### src/rtl/crg_pkg.sv
// ----------------------------------------------------------------------------
// crg_pkg
// Shared types, constants and helpers for the circular region grayscale block.
// ----------------------------------------------------------------------------
package crg_pkg;

  localparam int unsigned MaxWidth  = 1024;
  localparam int unsigned MaxHeight = 1024;

  // counter widths follow the largest frame
  localparam int unsigned ColW = $clog2(MaxWidth);
  localparam int unsigned RowW = $clog2(MaxHeight);

  // register widths
  localparam int unsigned CtrW = 10;
  localparam int unsigned RadW = 11;
  localparam int unsigned DimW = 11;

  localparam int unsigned ChanW  = 8;
  localparam int unsigned PixW   = 3 * ChanW;
  localparam int unsigned DataW  = 32;
  localparam int unsigned AddrW  = 5;

  // squared distance and squared radius
  localparam int unsigned DistW  = 2 * CtrW + 1;
  localparam int unsigned RadSqW = 2 * RadW;

  // luma weights in hundredths
  localparam int unsigned SumW     = 15;
  localparam int unsigned WeightR  = 30;
  localparam int unsigned WeightG  = 59;
  localparam int unsigned WeightB  = 11;
  // divide by 100: multiply by 5243 and shift right by 19, exact for sums up to 25500
  localparam int unsigned RecipW   = 13;
  localparam int unsigned Recip    = 5243;
  localparam int unsigned RecipSh  = 19;
  localparam int unsigned ProdW    = SumW + RecipW;

  typedef enum logic [2:0] {
    RegCenterX = 3'd0,
    RegCenterY = 3'd1,
    RegRadius  = 3'd2,
    RegWidth   = 3'd3,
    RegHeight  = 3'd4
  } reg_idx_e;

  typedef struct packed {
    logic [CtrW-1:0] center_x;
    logic [CtrW-1:0] center_y;
    logic [RadW-1:0] radius;
    logic [DimW-1:0] image_width;
    logic [DimW-1:0] image_height;
  } cfg_t;

  // clamp a frame dimension to 1..maxv
  function automatic logic [DimW:0] clamp_dim(logic [DimW-1:0] v, logic [DimW:0] maxv);
    logic [DimW:0] r;
    begin
      if (v == '0) begin
        r = (DimW+1)'(1);
      end else if ({1'b0, v} > maxv) begin
        r = maxv;
      end else begin
        r = {1'b0, v};
      end
      return r;
    end
  endfunction

endpackage

### src/rtl/crg_apb_regs.sv
// ----------------------------------------------------------------------------
// crg_apb_regs
// APB register file holding circle centre, radius and frame dimensions.
// ----------------------------------------------------------------------------
module crg_apb_regs (
  input  logic                     clk_i,
  input  logic                     rst_ni,
  input  logic                     psel,
  input  logic                     penable,
  input  logic                     pwrite,
  input  logic [crg_pkg::AddrW-1:0] paddr,
  input  logic [crg_pkg::DataW-1:0] pwdata,
  output logic [crg_pkg::DataW-1:0] prdata,
  output logic                     pready,
  output crg_pkg::cfg_t            cfg_o
);
  import crg_pkg::*;

  cfg_t     cfg_q, cfg_d;
  reg_idx_e idx;
  logic     wr_en;

  assign pready = 1'b1;
  assign idx    = reg_idx_e'(paddr[AddrW-1:2]);
  assign wr_en  = psel & penable & pwrite & pready;

  always_comb begin
    cfg_d = cfg_q;
    if (wr_en) begin
      unique case (idx)
        RegCenterX: cfg_d.center_x     = pwdata[CtrW-1:0];
        RegCenterY: cfg_d.center_y     = pwdata[CtrW-1:0];
        RegRadius:  cfg_d.radius       = pwdata[RadW-1:0];
        RegWidth:   cfg_d.image_width  = pwdata[DimW-1:0];
        RegHeight:  cfg_d.image_height = pwdata[DimW-1:0];
        default: ;
      endcase
    end
  end

  always_comb begin
    unique case (idx)
      RegCenterX: prdata = DataW'(cfg_q.center_x);
      RegCenterY: prdata = DataW'(cfg_q.center_y);
      RegRadius:  prdata = DataW'(cfg_q.radius);
      RegWidth:   prdata = DataW'(cfg_q.image_width);
      RegHeight:  prdata = DataW'(cfg_q.image_height);
      default:    prdata = '0;
    endcase
  end

  always_ff @(posedge clk_i or negedge rst_ni) begin
    if (!rst_ni) begin
      cfg_q.center_x     <= '0;
      cfg_q.center_y     <= '0;
      cfg_q.radius       <= '0;
      cfg_q.image_width  <= DimW'(256);
      cfg_q.image_height <= DimW'(192);
    end else begin
      cfg_q <= cfg_d;
    end
  end

  assign cfg_o = cfg_q;

endmodule

### src/rtl/crg_pipe.sv
// ----------------------------------------------------------------------------
// crg_pipe
// Three-stage pixel pipeline: distance test against the circle and luma mix.
// ----------------------------------------------------------------------------
module crg_pipe (
  input  logic                      clk_i,
  input  logic                      rst_ni,
  input  logic                      en_i,
  input  logic                      valid_i,
  input  logic [crg_pkg::PixW-1:0]  pixel_i,
  input  logic [crg_pkg::ColW-1:0]  col_i,
  input  logic [crg_pkg::RowW-1:0]  row_i,
  input  crg_pkg::cfg_t             cfg_i,
  output logic                      valid_o,
  output logic [crg_pkg::PixW-1:0]  pixel_o,
  output logic                      inside_o
);
  import crg_pkg::*;

  // stage 1: pixel and distance magnitudes
  logic               v1_q;
  logic [PixW-1:0]    pix1_q;
  logic [CtrW-1:0]    adx_q, ady_q, adx_d, ady_d;
  // stage 2: squares and weighted sum
  logic               v2_q;
  logic [PixW-1:0]    pix2_q;
  logic [DistW-1:0]   dist_q, dist_d;
  logic [RadSqW-1:0]  rsq_q, rsq_d;
  logic [SumW-1:0]    sum_q, sum_d;
  // stage 3: result
  logic               v3_q;
  logic [PixW-1:0]    pix3_q, pix3_d;
  logic               in3_q, in3_d;
  logic [ProdW-1:0]   prod;
  logic [ChanW-1:0]   gray;

  always_comb begin
    if (cfg_i.center_x >= CtrW'(col_i)) adx_d = cfg_i.center_x - CtrW'(col_i);
    else                                adx_d = CtrW'(col_i) - cfg_i.center_x;
    if (cfg_i.center_y >= CtrW'(row_i)) ady_d = cfg_i.center_y - CtrW'(row_i);
    else                                ady_d = CtrW'(row_i) - cfg_i.center_y;
  end

  always_comb begin
    dist_d = DistW'(DistW'(adx_q) * DistW'(adx_q)) + DistW'(DistW'(ady_q) * DistW'(ady_q));
    rsq_d  = RadSqW'(cfg_i.radius) * RadSqW'(cfg_i.radius);
    sum_d  = SumW'(pix1_q[ChanW-1:0])         * SumW'(WeightR)
           + SumW'(pix1_q[2*ChanW-1:ChanW])   * SumW'(WeightG)
           + SumW'(pix1_q[3*ChanW-1:2*ChanW]) * SumW'(WeightB);
  end

  always_comb begin
    prod  = ProdW'(sum_q) * ProdW'(Recip);
    gray  = prod[RecipSh+ChanW-1:RecipSh];
    in3_d = ({1'b0, dist_q} <= rsq_q);
    if (in3_d) pix3_d = {gray, gray, gray};
    else       pix3_d = pix2_q;
  end

  always_ff @(posedge clk_i or negedge rst_ni) begin
    if (!rst_ni) begin
      v1_q <= 1'b0;
      v2_q <= 1'b0;
      v3_q <= 1'b0;
    end else if (en_i) begin
      v1_q <= valid_i;
      v2_q <= v1_q;
      v3_q <= v2_q;
    end
  end

  always_ff @(posedge clk_i) begin
    if (en_i) begin
      pix1_q <= pixel_i;
      adx_q  <= adx_d;
      ady_q  <= ady_d;
      pix2_q <= pix1_q;
      dist_q <= dist_d;
      rsq_q  <= rsq_d;
      sum_q  <= sum_d;
      pix3_q <= pix3_d;
      in3_q  <= in3_d;
    end
  end

  assign valid_o  = v3_q;
  assign pixel_o  = pix3_q;
  assign inside_o = in3_q;

endmodule

### src/rtl/circle_region_grayscale.sv
// ----------------------------------------------------------------------------
// circle_region_grayscale
// Raster-order RGB stream; pixels inside a configured circle turn to luma gray.
// ----------------------------------------------------------------------------
//  port group   dir  contents
//  s_axis_*     in   pixel stream, tdata = red, green, blue
//  m_axis_*     out  pixel stream, tdata = red, green, blue; tuser = inside flag
//  apb (p*)     both centre, radius, frame width and height registers
//
//  one pixel per clock while the output is not stalled; each pixel passes through
//  the input, arithmetic and output registers of the pipeline.
//  a stalled output holds the whole pipeline; s_axis_tready is m_axis_tready or an idle output.
//  reset clears valid flags, col/row counters, centre, radius; frame resets to 256x192.
// ----------------------------------------------------------------------------
module circle_region_grayscale (
  input  logic                      clk_i,
  input  logic                      rst_ni,
  input  logic                      s_axis_tvalid,
  output logic                      s_axis_tready,
  input  logic [23:0]               s_axis_tdata,   // red[7:0], green[15:8], blue[23:16]
  output logic                      m_axis_tvalid,
  input  logic                      m_axis_tready,
  output logic [23:0]               m_axis_tdata,   // red[7:0], green[15:8], blue[23:16]
  output logic                      m_axis_tuser,   // inside_res
  input  logic                      psel,
  input  logic                      penable,
  input  logic                      pwrite,
  input  logic [crg_pkg::AddrW-1:0] paddr,
  input  logic [crg_pkg::DataW-1:0] pwdata,
  output logic [crg_pkg::DataW-1:0] prdata,
  output logic                      pready
);
  import crg_pkg::*;

  cfg_t            cfg;
  logic            en, acc;
  logic [ColW-1:0] col_q, col_d;
  logic [RowW-1:0] row_q, row_d;
  logic [DimW:0]   w_lim, h_lim;

  crg_apb_regs u_regs (
    .clk_i   (clk_i),
    .rst_ni  (rst_ni),
    .psel    (psel),
    .penable (penable),
    .pwrite  (pwrite),
    .paddr   (paddr),
    .pwdata  (pwdata),
    .prdata  (prdata),
    .pready  (pready),
    .cfg_o   (cfg)
  );

  assign en            = !m_axis_tvalid || m_axis_tready;
  assign s_axis_tready = en;
  assign acc           = s_axis_tvalid && en;

  assign w_lim = clamp_dim(cfg.image_width,  (DimW+1)'(MaxWidth));
  assign h_lim = clamp_dim(cfg.image_height, (DimW+1)'(MaxHeight));

  // counters past a shrunk limit wrap on their next advance
  always_comb begin
    col_d = col_q;
    row_d = row_q;
    if (acc) begin
      if ((DimW+1)'(col_q) + (DimW+1)'(1) >= w_lim) begin
        col_d = '0;
        if ((DimW+1)'(row_q) + (DimW+1)'(1) >= h_lim) row_d = '0;
        else                                         row_d = row_q + RowW'(1);
      end else begin
        col_d = col_q + ColW'(1);
      end
    end
  end

  always_ff @(posedge clk_i or negedge rst_ni) begin
    if (!rst_ni) begin
      col_q <= '0;
      row_q <= '0;
    end else begin
      col_q <= col_d;
      row_q <= row_d;
    end
  end

  crg_pipe u_pipe (
    .clk_i    (clk_i),
    .rst_ni   (rst_ni),
    .en_i     (en),
    .valid_i  (acc),
    .pixel_i  (s_axis_tdata),
    .col_i    (col_q),
    .row_i    (row_q),
    .cfg_i    (cfg),
    .valid_o  (m_axis_tvalid),
    .pixel_o  (m_axis_tdata),
    .inside_o (m_axis_tuser)
  );

endmodule
### config.mk
export PLATFORM = sky130hd
export DESIGN_NAME = circle_region_grayscale
export DESIGN_NICKNAME = d
export VERILOG_FILES = /design/src/rtl/crg_pkg.sv /design/src/rtl/crg_apb_regs.sv /design/src/rtl/crg_pipe.sv /design/src/rtl/circle_region_grayscale.sv
export SDC_FILE = /design/constraint.sdc
export NUM_CORES = 1
export LEC_CHECK = 0
export BUFFER_PORTS_ARGS = -buffer_cell sky130_fd_sc_hd__clkbuf_2
export CAP_MARGIN = 20
export CORE_MARGIN = 2
export CORE_UTILIZATION = 55
export DETAILED_ROUTE_END_ITERATION = 6
export PLACE_DENSITY_LB_ADDON = 0.2
export SYNTH_ARGS = -nofsm -noshare
export SYNTH_HDL_FRONTEND = slang
export SYNTH_SLANG_ARGS = --single-unit
### constraint.sdc
create_clock -name clk_i -period 7.25 [get_ports clk_i]
set_input_delay 0.725 -clock clk_i [delete_from_list [all_inputs] [get_ports clk_i]]
set_output_delay 0.725 -clock clk_i [all_outputs]
set_load 0.01 [all_outputs]
==> run summary, run 1 <==
vias - 17100
Post-Route WL - 53.2 mm
met2 usage - 38.8%
cell mode on critical path - fa_1
maxcap violations - 0
# DRC - 1
critical path launch point type - flip-flop
Layout area overhead - 7.05%
Clock transition at path regs - 0.06 ns
WP data arrival - 6.97 ns
RSZ-0062 raised after global routing - false
gr busiest metal - met2
GRT Total Usage - 22.6%
IO Count - 128
Post-synth EDFFs - 150
Commonest cells post-synth - inv_1 (565), ha_1 (380), fa_1 (329)
Clock Latency Late Sink - 0.54 ns
period utilisation layout - 92.3%
CP max FO - 9
CP max-delay cell - edfxtp_1
# rows - 80
worst slew pin tran - 1.03 ns
Worst Path Required - 7.53 ns
Top delay family on crit path - adder cells
top_reg_cell synth - edfxtp_1
count leader, synth - inv_1
core area - 0.0474 sq mm
Die H - 222 microns
input/output buffers - 82
fin cells - 3242
Detailed Route Iter0 Violations - 878
final net count - 3384
Cell variety after synth - 74
kind of critical path - reg2reg
vias in the first global route - 18100
min Tclk post-route - 6.69 ns
post-synthesis sequential area ratio - 24.4%
Hold WC Path Type - in2async
WL/cell - 16.4 microns
status - finished, violations left
clock skew - 0.0141 ns
CTS Buf Count - 27
setup violators final - 0
die area - 0.0495 sq mm
first-pass GRT wire length - 90.4 mm
Post-DRT Antenna Nets - 0
Post-Syn Area - 0.0263 sq mm
Root Buffer - clkbuf_16
Ys Warns - 0
Max stage delay on crit path - 0.60 ns
initial antenna violation count - 0
CTS tree - built
die width - 222 microns
max-slew violation count - 0
dpl cell area - 0.0272 sq mm
failing checks - DRC
Initial Util - 55.3%
Placed Cells - 3192
met1 Resource Use GR - 31.3%
GRT overflow - 0
H-tree Lvls - 1
DPL Wire Length - 43.5 mm
fraction of layout cells with a size suffix above 1 - 7.69%
Clock Path Buffers - 3
Area contributors post-synth - fa_1 (25%), ha_1 (18%), edfxtp_1 (17%)
CP Cell Sequence - inv_1 -> nor2_1 -> fa_1 -> fa_1 -> inv_1 -> fa_1 -> inv_1 -> fa_1 -> fa_1 -> fa_1 -> ha_1 -> ha_1 -> a21oi_1 -> nor2b_1 -> o21ai_0 -> nand2b_1 -> a221oi_1 -> a21oi_1 -> a21o_1 -> a21oi_1 -> xnor2_1
endpoint kind of the worst setup timing path - flip-flop
post-route cell area - 0.0281 sq mm
largest net degree at the start of global routing - 77
drt pass-1 iters - 7
relative slew slack - 30.9%
leading area contributor after synthesis - fa_1
Synth async-reset ratio - 33.6%
syn avg cell area - 10.3 sq um
Final Hold Fails - 0
worst hold slack - 0.331 ns
routability congestion estimate from global placement - 0.864
highest clock rate - 149 MHz
Mapped Cells - 2547
n_diodes - 0
Fillers - 4018
met3 usage - 2.16%
setup TNS - 0 ns
Buffers & Inverters on Critical Path - 3
CTS sink cnt - 226
Synth top area share - 25.1%
vias per inst - 5.26
# hold bufs at CTS - 0
CTS resizes - 0
Setup Buffers After CTS - 0
Seq cells post-synth - 226
worst paths after layout:
path,from,to,slack (ns),cells after the start
setup / recovery,u_pipe.ady_q[5],u_pipe.dist_q[20],0.56,21
hold / removal,rst_ni,row_q[9],0.33,1
setup reg to reg,u_pipe.ady_q[5],u_pipe.dist_q[20],0.56,21
hold reg to reg,u_pipe.v2_q,u_pipe.valid_o,0.46,1
max in group asynchronous,rst_ni,u_pipe.v1_q,6.27,1
min in group clk_i,s_axis_tdata[19],u_pipe.pix1_q[19],0.36,1
routing by layer:
layer	part of all wire, %	vias up	routed length [microns]
met2	49	279	26000
met5	0	-	0
met4	1.9	0	985
met1	46	8474	24500
li1	-	8251	-
met3	3.1	58	1640
layout make-up:
type / count / area, sq um / area share [%]
inverter: 566 / 2120 / 7.56
clock inverter: 16 / 168 / 0.596
tap: 615 / 769 / 2.74
multi-input combinational: 1695 / 17400 / 62.0
clock buffer: 33 / 739 / 2.63
sequential: 226 / 6410 / 22.8
timing repair buffer: 91 / 480 / 1.71
state kept, by name, summed over array words and instances, names as in the netlist:
signal           cells
u_pipe.dist_q       21
u_pipe.valid_o       1
u_pipe.pix2_q       24
col_q               10
u_pipe.v2_q          1
u_pipe.rsq_q        21
u_regs.cfg_o        53
u_pipe.inside_o      1
u_pipe.adx_q        10
u_pipe.sum_q        15
u_pipe.pixel_o      24
u_pipe.ady_q        10
u_pipe.pix1_q       24
row_q               10
u_pipe.v1_q          1
cell usage in the layout (no fill, tap or decap), types with 28 or more instances in the layout:
| cell | count |
|---|---|
| a21o_1 | 37 |
| a21oi_1 | 84 |
| xnor2_1 | 86 |
| o21ai_0 | 68 |
| nand2_1 | 187 |
| ha_1 | 380 |
| clkbuf_16 | 28 |
| mux2_2 | 42 |
| dfrtp_1 | 73 |
| fa_1 | 329 |
| nor2_1 | 82 |
| inv_1 | 565 |
| edfxtp_1 | 150 |
| and2_1 | 81 |
| clkbuf_2 | 81 |
through the flow:
| stage | utilization [%] | worst slack [ns] |
|---|---|---|
| floorplan | - | 1.08 |
| global placement | 57.3 | 0.719 |
| detailed placement | 57.3 | 0.589 |
| CTS | 59.2 | 0.568 |
| global route | 59.2 | 0.251 |
| finish | 59.2 | 0.556 |
cells by family after synthesis:
group / after synthesis / share of synthesized area [%]
compound gates: 310 / 7.53
xor+xnor: 110 / 3.67
fa+ha+maj: 709 / 43.2
buf+inv: 646 / 9.60
flops: 226 / 24.4
mux: 68 / 2.86
other cells: 2 / 0.0286
simple gates: 476 / 8.71
Power of run 1 is not shown: default switching activity piles up to over one toggle a cycle in this logic, so the estimate is an artifact.
==> inputs of run 2 (changes only) <==
- clock period: 7.25 -> 7 ns (I/O delays scaled with it)
==> run summary, run 2 (synthesis results as in run 1) <==
Die H - 222 microns (unchanged)
WP data arrival - 6.86 ns (-0.11 ns)
drt pass-1 iters - 5 (-2)
Top delay family on crit path - adder cells
final net count - 3389 (+0.15%)
Max stage delay on crit path - 0.57 ns (-0.03 ns)
status - finished clean
CP max-delay cell - edfxtp_1
Post-DRT Antenna Nets - 0 (unchanged)
Clock transition at path regs - 0.06 ns (about the same)
Buffers & Inverters on Critical Path - 2 (-1)
Clock Latency Late Sink - 0.58 ns (+0.04 ns)
Register-to-Register Setup Slack - 0.45 ns (-0.10 ns)
Placed Cells - 3196 (+0.13%)
most frequent cells in the layout - inv_1 (565), ha_1 (380), fa_1 (329)
FF/Latch Area - 0.00641 sq mm (unchanged)
min Tclk post-route - 6.55 ns (-0.149 ns)
# DRC - 0 (-1)
Layout area overhead - 7.10% (about the same)
IO Count - 128 (unchanged)
max-slew violation count - 0 (unchanged)
Detailed Route Iter0 Violations - 961 (+9.5%)
GRT Total Usage - 22.8% (+0.19 points)
Hold WC Path Type - in2async
relative slew slack - 28.9% (-2.0 points)
core area - 0.0474 sq mm (unchanged)
die width - 222 microns (unchanged)
vias - 17000 (-0.18%)
setup TNS - 0 ns (unchanged)
Final Hold Fails - 0 (unchanged)
CP Cell Sequence - and2_1 -> fa_1 -> fa_1 -> inv_1 -> fa_1 -> inv_1 -> fa_1 -> fa_1 -> fa_1 -> ha_1 -> ha_1 -> a21oi_1 -> nor2b_1 -> o21ai_0 -> nand2b_1 -> a221oi_1 -> a21oi_1 -> a21o_1 -> a21oi_1 -> xnor2_1
post-route cell area - 0.0281 sq mm (about the same)
vias per inst - 5.25 (-0.27%)
Fillers - 4093 (+1.9%)
worst r2r src - u_pipe.ady_q[8]
WL/cell - 16.3 microns (-0.49%)
initial antenna violation count - 0 (unchanged)
PnR worst setup slack - 0.455 ns (-0.101 ns)
# rows - 80 (unchanged)
DPL Wire Length - 43.8 mm (+0.56%)
number of flip-flops in the largest register - 53 (unchanged)
CTS resizes - 0 (unchanged)
Worst Reg-to-Reg Cells - 20 (-4.8%)
Clock Path Buffers - 3 (unchanged)
routability congestion estimate from global placement - 0.874 (+1.2%)
critical path launch point type - flip-flop
endpoint kind of the worst setup timing path - flip-flop
CTS sink cnt - 226 (unchanged)
largest net degree at the start of global routing - 77 (unchanged)
fraction of layout cells with a size suffix above 1 - 7.83% (+0.14 points)
Initial Util - 55.3% (unchanged)
first-pass GRT wire length - 91.5 mm (+1.2%)
FF-to-FF End - u_pipe.dist_q[20]
fin cells - 3245 (+0.093%)
n_diodes - 0 (unchanged)
commonest non-fill, non-tap cell in the layout - inv_1
cell mode on critical path - fa_1
H-tree Lvls - 1 (unchanged)
setup violators final - 0 (unchanged)
highest clock rate - 153 MHz (+2.3%)
maxcap violations - 0 (unchanged)
area of the multi-input gates - 0.0174 sq mm (unchanged)
die area - 0.0495 sq mm (unchanged)
CTS Buf Count - 27 (unchanged)
dpl cell area - 0.0272 sq mm (+0.11%)
Worst Path Required - 7.31 ns (-0.22 ns)
worst slew pin tran - 1.06 ns (+0.0293 ns)
GRT overflow - 0 (unchanged)
clock skew - 0.0397 ns (+0.0256 ns)
CP max FO - 11 (+2)
input/output buffers - 82 (unchanged)
kind of critical path - reg2reg
Root Buffer - clkbuf_16
Post-Route WL - 53.0 mm (-0.40%)
CTS tree - built
RSZ-0062 raised after global routing - false
vias in the first global route - 18400 (+1.6%)
period utilisation layout - 93.5% (+1.2 points)
worst slack, placed - 0.350 ns (-0.239 ns)
## run 2: cell count changes in the layout (fill, tap and decap cells not counted), sizes merged
cell      change
clkinv        -1
inv           +1
clkinvlp      +2
buf           +5
clkbuf        -4
## run 2: layout make-up
class	instances	share of cell area, %
Multi-Input combinational cell	1695	61.9
Sequential cell	226	22.8
Inverter	566	7.55
Tap cell	615	2.74
Clock buffer	29	2.43
Timing Repair Buffer	96	1.84
Clock inverter	18	0.716
## run 2: worst register-to-register path, delay by kind of cell, from the launching register on
kind                       cells  cell delay (ns)
adders and majority gates      8             3.76
AOI/OAI and AO/OA              6             1.26
DFF                            1             0.57
and+or+nand+nor                3             0.48
buffers and inverters          2             0.10
xor gates and xnor gates       1             0.08
## run 2: worst max path at each step
stage,startpoint,cells after the start,to
finish,u_pipe.ady_q[8],20,u_pipe.dist_q[20]
global route,u_pipe.ady_q[8],20,u_pipe.dist_q[20]
CTS,u_pipe.ady_q[7],21,u_pipe.dist_q[20]
detailed placement,u_pipe.ady_q[7],21,u_pipe.dist_q[20]
global placement,u_pipe.ady_q[7],21,u_pipe.dist_q[20]
floorplan,u_pipe.ady_q[7],22,u_pipe.dist_q[20]
## run 2: through the flow
step                hold WS (ns)  util (%)
floorplan                  0.404         -
global placement           0.453      57.4
detailed placement         0.463      57.4
CTS                        0.283      59.2
global route               0.288      59.3
finish                     0.276      59.3
## run 2: layer usage
layer	vias to the layer above	track usage [%]	routed length, microns
li1	8260	-	-
met2	272	38.6	25500
met3	81	1.67	1610
met1	8419	32.0	24600
met4	0	5.67	1320
met5	-	0	0
## run 2: what timing repair did
action / in CTS / in global routing
hold endpoints to repair: 0 / 0
hold buffers: 0 / 0
setup buffers: 0 / 2
endpoints found under the setup margin: 0 / 1
Power of run 2 is left out for the same reason.
